==> config.mk <==
export PLATFORM = sky130hd
export DESIGN_NAME = idld_ctrl
export DESIGN_NICKNAME = d
export VERILOG_FILES = /design/src/rtl/core/idld_pkg.sv /design/src/rtl/core/idld_ctrl.sv
export SDC_FILE = /design/constraint.sdc
export NUM_CORES = 1
export LEC_CHECK = 0
export BUFFER_PORTS_ARGS = -buffer_cell sky130_fd_sc_hd__buf_2
export CAP_MARGIN = 5
export CORE_AREA = 2 2 39 41
export DETAILED_ROUTE_END_ITERATION = 16
export DIE_AREA = 0 0 41 43
export PLACE_DENSITY = 0.7
export SETUP_SLACK_MARGIN = 0.15
export SLEW_MARGIN = 10
export SYNTH_ARGS = -nofsm -noshare
export SYNTH_HDL_FRONTEND = slang
export SYNTH_SLANG_ARGS = --single-unit
export TNS_END_PERCENT = 5
==> constraint.sdc <==
create_clock -name clk -period 1.81 [get_ports clk]
set_input_delay 0 -clock clk [delete_from_list [all_inputs] [get_ports clk]]
set_output_delay 0 -clock clk [all_outputs]
set_load 0.02 [all_outputs]
==> src/rtl/core/idld_pkg.sv <==
`timescale 1ns / 1ps
package idld_pkg;

  localparam int SLOT_COUNT    = 64;
  localparam int PAYLOAD_BYTES = 8;
  localparam int SLOT_W        = 7;
  localparam int ADDR_W        = 6;
  localparam int PAY_W         = 64;
  localparam int CMD_W         = 3;
  localparam int STS_W         = 2;
  localparam int BC_W          = 4;
  localparam int CFG_IDX_W     = 2;
  localparam int CFG_DATA_W    = 7;

  typedef enum logic [CMD_W-1:0] {
    CMD_HEAD_ADD = 3'd0,
    CMD_TAIL_ADD = 3'd1,
    CMD_HEAD_RM  = 3'd2,
    CMD_TAIL_RM  = 3'd3,
    CMD_IDX_RM   = 3'd4,
    CMD_READ     = 3'd5,
    CMD_CLEAR    = 3'd6,
    CMD_NOP      = 3'd7
  } cmd_t;

  typedef enum logic [STS_W-1:0] {
    ST_OK     = 2'd0,
    ST_FULL   = 2'd1,
    ST_EMPTY  = 2'd2,
    ST_NOT_IN = 2'd3
  } status_t;

  typedef enum logic [CFG_IDX_W-1:0] {
    REG_CAPACITY    = 2'd0,
    REG_ENTRY_BYTES = 2'd1
  } cfg_reg_t;

  // strobes from controller to datapath
  typedef struct packed {
    logic load;
    logic dec;
    logic search;
    logic add_a;
    logic add_b;
    logic rm_wr;
    logic rd_fin;
    logic done;
  } ctl_t;

  // decode flags from datapath to controller
  typedef struct packed {
    logic is_add;
    logic is_rm;
    logic is_read;
    logic add_full;
    logic rm_fail;
    logic free_hit;
  } sts_t;

  function automatic logic [PAY_W-1:0] byte_mask(input logic [BC_W-1:0] n);
    logic [PAY_W-1:0] m;
    m = '0;
    for (int i = 0; i < PAYLOAD_BYTES; i++) begin
      if (BC_W'(i) < n) m[8*i +: 8] = 8'hff;
    end
    return m;
  endfunction

  function automatic logic [ADDR_W-1:0] slot_addr(input logic [SLOT_W-1:0] s);
    logic [SLOT_W-1:0] t;
    t = s - SLOT_W'(1);
    return t[ADDR_W-1:0];
  endfunction

endpackage

==> src/rtl/core/idld_ctrl.sv <==
`timescale 1ns / 1ps
module idld_ctrl (
  input  logic          clk,
  input  logic          rst_n,
  input  logic          in_valid,
  output logic          in_stall,
  output logic          out_valid,
  input  logic          out_stall,
  input  idld_pkg::sts_t sts,
  output idld_pkg::ctl_t ctl
);
  import idld_pkg::*;

  typedef enum logic [7:0] {
    S_IDLE   = 8'b00000001,
    S_DECODE = 8'b00000010,
    S_SEARCH = 8'b00000100,
    S_ADD_A  = 8'b00001000,
    S_ADD_B  = 8'b00010000,
    S_RM_WR  = 8'b00100000,
    S_RD_FIN = 8'b01000000,
    S_DONE   = 8'b10000000
  } state_t;

  state_t state_r, state_nxt;
  logic   out_valid_r, out_valid_nxt;
  logic   out_free;

  assign out_free  = !out_valid_r || !out_stall;
  assign in_stall  = (state_r != S_IDLE);
  assign out_valid = out_valid_r;

  always_comb begin
    state_nxt = state_r;
    ctl       = '0;
    case (state_r)
      S_IDLE: begin
        if (in_valid) begin
          ctl.load  = 1'b1;
          state_nxt = S_DECODE;
        end
      end
      S_DECODE: begin
        ctl.dec = 1'b1;
        if (sts.is_add) state_nxt = sts.add_full ? S_DONE : S_SEARCH;
        else if (sts.is_rm) state_nxt = sts.rm_fail ? S_DONE : S_RM_WR;
        else if (sts.is_read) state_nxt = S_RD_FIN;
        else state_nxt = S_DONE;
      end
      S_SEARCH: begin
        ctl.search = 1'b1;
        if (sts.free_hit) state_nxt = S_ADD_A;
      end
      S_ADD_A: begin
        ctl.add_a = 1'b1;
        state_nxt = S_ADD_B;
      end
      S_ADD_B: begin
        ctl.add_b = 1'b1;
        state_nxt = S_DONE;
      end
      S_RM_WR: begin
        ctl.rm_wr = 1'b1;
        state_nxt = S_DONE;
      end
      S_RD_FIN: begin
        ctl.rd_fin = 1'b1;
        state_nxt  = S_DONE;
      end
      S_DONE: begin
        if (out_free) begin
          ctl.done  = 1'b1;
          state_nxt = S_IDLE;
        end
      end
      default: state_nxt = S_IDLE;
    endcase
  end

  always_comb begin
    out_valid_nxt = out_valid_r;
    if (ctl.done) out_valid_nxt = 1'b1;
    else if (out_valid_r && !out_stall) out_valid_nxt = 1'b0;
  end

  always_ff @(posedge clk) begin
    if (!rst_n) begin
      state_r     <= S_IDLE;
      out_valid_r <= 1'b0;
    end else begin
      state_r     <= state_nxt;
      out_valid_r <= out_valid_nxt;
    end
  end

endmodule

# After elaboration in Yosys (flattened, before gate mapping)
# Cells that the tools add are included.
# word_totals
register_bits	9
word_cells	42
input_bits	10
# classes
eq_ne	12
reduce_logical	7
muxes	21
# ops
operator	n
2-to-1 mux 8 bit	8
case mux 8 bit (6 select lines)	1
2-to-1 mux 1 bit	12
equality test 8 x 1 -> 1 bit, second input constant	1
equality test 8 x 2 -> 1 bit, second input constant	1
equality test 8 x 3 -> 1 bit, second input constant	1
equality test 8 x 4 -> 1 bit, second input constant	1
equality test 8 x 5 -> 1 bit, second input constant	1
equality test 8 x 6 -> 1 bit, second input constant	1
equality test 8 x 7 -> 1 bit, second input constant	1
equality test 8 bit, second input constant	1
inequality test 8 x 1 -> 1 bit, second input constant	1
inequality test 2 bit, second input constant	3
AND reduction 3 bit	1
OR reduction 3 bit	1
zero test 1 bit	2
nonzero test 2 bit	1
logical AND 1 bit	1
logical OR 1 bit	1

# Depth between registers and ports, before layout
# depth
ltp_word	5
depth_mapped	5

# Worst setup path after synthesis
# OpenSTA, ideal clock, no wires.
# synth_path
path_kind	register to output
startpoint	reg state_r[3]
endpoint	out ctl[2] (netlist name)
required_ns	1.810
path_stages_with_launch	4
n_path_buf	0
t_arrival_ns	1.390
path_slack_ns	0.420
cell_sequence	dfxtp_1 > nor2_1 > nand2_1 > nor4b_1
# synth_rtl
element	line	text
start, declared	idld_ctrl.sv:25	state_t state_r, state_nxt;
start signal, assigned	idld_ctrl.sv:91	state_r <= state_nxt;
end, declared	idld_ctrl.sv:10	output idld_pkg::ctl_t ctl

==> results by group <==
Clocking
  • H-tree depth: 1
  • Clock-pin slew on the worst setup and hold paths: 0.06 ns
  • Deepest clock path buffer count: 2
  • Worst-Skew Late Latency: 0.26 ns
  • CTS resizes: 0
  • CTS tree: built
  • TritonCTS buffer count: 3
  • Clock root buffer: clkbuf_4
  • Clock tree sinks: 9

Synth
  • Netlist cell types: 29
  • Post-synth EDFFs: 0
  • XOR/XNOR Fraction of Synth Area: 0%
  • Mapped Cells: 63
  • Mapped Area: 536.8 um^2
  • YS warnings: 0
  • Async SR Flop Fraction: 0%
  • Syn_nets: 73
  • Synth Area in Simple Gates: 47.55%
  • Top FF cell, synth: dfxtp_1
  • Number of synthesized register bits: 9
  • Post-synthesis mux area share: 0%
  • Synth Area in Compound Gates: approximately 15%
  • Adder-Cell Fraction of Synth Area: 0%
  • Largest family of logic cells by synthesized area: simple AND/OR/NAND/NOR gates
  • Avg Cell Area, Syn: between 8 and 9 um^2
  • Register area share after synthesis: about a third

Route
  • Final wirelength: 1165 um
  • Wirelength per Cell: 10.89 um
  • Post-DRT Antenna Nets: 0
  • Vias/cell: 5.112
  • Drt first pass iters: 4
  • Via count: 547
  • DRC viols: 0
  • Iteration-0 DRC Markers: 9

Timing
  • Total negative slack: 0 ns
  • Endpoints failing hold: 0
  • Max Slew Vio Count: 0
  • Relative slew margins: 69.28%
  • Setup-failing EPs final: 0
  • Skew final: ~0.0062 ns
  • Final worst-path cycle share: 83.98%
  • Worst Max-Slew Pin Slew: 0.4543 ns
  • Max Clk Rate: 0.6579 GHz
  • Final min period: 1.520 ns
  • RSZ-0062 raised after global routing: no

Worst setup path
  • WS Path Type: register to primary output
  • WP data required: 1.81 ns
  • Critical path's largest stage delay: approximately 0.38 ns
  • CP Cell Sequence: nor4_4, and3_2, and2_1, buf_2
  • Critical-path maximum fanout: 6
  • R2R setup slack: 0.39 ns
  • Critical path arrival: 1.52 ns
  • Slowest cell on crit path: dfxtp_1
  • Worst Setup Start Kind: register
  • Crit end category: primary output

Global route
  • Vias in the first global route: 499
  • Largest net degree at the start of global routing: 9
  • Global route overflow: 0
  • Initial antenna violation count: 0
  • First-pass GRT wire length: 1945 um
  • Aggregate global-route resource usage: 16.21%

Floorplan
  • Initial Util: roughly 39%
  • Core area: around 1400 um^2
  • I/O pin cnt: 20
  • Floorplan row count: 14
  • Die area: ~1800 um^2
  • Die Wd: 41 um
  • Die height: 43 um

Layout
  • Post-Layout Cell Count: 107
  • Nets: 102
  • Commonest cells after routing, fill and taps aside: buf_2 (19), dfxtp_1 (9), nor2_1 (6), nand2_1 (6), dlygate4sd3_1 (5)
  • Area grow syn2layout: 35.66%
  • Share of cells above drive strength 1: 38.46%
  • Ant. Diodes: 0
  • Commonest non-fill, non-tap cell in the layout: buf_2

Placement
  • I/O Buffers: 19
  • Dpl cells: 97
  • GP Congestion: 0.8338
  • Detail Placement HPWL: 908 um

Power and ir drop
  • Switching component of the power: 0.0001213 W
  • Combinational share of power: 19.9%
  • Register share of total power: 46.5%
  • Internal power: roughly 0.00033 W
  • Net Sw Frac: 26.94%
  • Leak: 0.3228 nW
  • Peak supply drop: 0.3808 mV
  • Power Density: 618.1 nW/um^2
  • Clk pwr share: between 30% and 40%

Job
  • Max Cap Viol: 0

Run status
  • Status: finished clean

Hold path
  • HP Class: primary input to register
[kinds of logic after synthesis]
| family | Yosys count |
|---|---|
| AOI/OAI and AO/OA | 13 |
| buffers and inverters | 4 |
| DFF | 9 |
| and+or+nand+nor | 37 |
[layer usage]
metal / routed length, um / share of wire [%] / track usage (%)
met4: 19 / 1.6 / 12.00
met2: 577 / 50 / 23.44
met1: 512 / 44 / 21.10
met3: 56 / 4.8 / 1.571
met5: 0 / 0 / 0
[flip-flops by register name, summed over array words and instances (netlist names)]
| register | flops |
|---|---|
| out_valid | 1 |
| state_r | 8 |
[worst paths after layout]
check        startpoint         end  cells after the start
max reg2reg  state_r[7]  state_r[5]                      6
max          state_r[7]      ctl[7]                      4
min reg2reg   out_valid   out_valid                      2
min           out_stall   out_valid                      3
[Yosys cell counts (all sizes together), types with 3 or more instances]
library cell	n	share of area, %
a21oi	4	3.7
and3	5	6.5
inv	3	2.1
o21ai	3	2.8
nor4b	4	8.9
nand2	7	5.4
nor4	3	6.3
dfxtp	9	34
nor2	6	4.2
[power by group through the flow]
stage	Clock (W)	Combinational [W]	Sequential (W)
floorplan	0	0.0000498	0.000212
global placement	0	0.0000793	0.000214
detailed placement	0	0.0000805	0.000214
CTS	0.000158	0.0000889	0.000209
global route	0.000170	0.0000979	0.000211
finish	0.000151	0.0000894	0.000209
[metrics by stage]
stage | worst slack (ns) | area [um^2] | hold WS (ns) | total power [W] | utilization [%]
global route | 0.1859 | 728.2 | 0.03686 | 0.0004782 | 52.62
global placement | 0.3908 | 644.4 | 0.1894 | 0.0002931 | 46.56
detailed placement | 0.4034 | 644.4 | 0.1916 | 0.0002941 | 46.56
floorplan | 0.4204 | 536.8 | 0.07142 | 0.0002623 | -
finish | 0.2899 | 728.2 | 0.02559 | 0.0004501 | 52.62
CTS | 0.1572 | 720.7 | 0.02457 | 0.0004560 | 52.08
[worst max-delay path: cells and delay by family, from the launching register on]
family | cells | cell delay (ns)
AND/OR/NAND/NOR | 3 | 0.73
flip-flops | 1 | 0.38
buffers and inverters | 1 | 0.15
[layout make-up]
| type | count | area, um^2 |
|---|---|---|
| tap | 16 | 20.02 |
| fill | 133 | 655.6 |
| multi-input combinational | 50 | 337.8 |
| inverter | 3 | 11.26 |
| timing repair buffer | 25 | 152.6 |
| sequential | 9 | 180.2 |
| clock buffer | 4 | 26.28 |
[timing repair]
action	CTS	global route
setup buffers	0	1
endpoints found under the hold margin	5	0
hold buffers	5	0
endpoints found under the setup margin	0	2
Note: power is estimated with default switching activity, not from simulation.
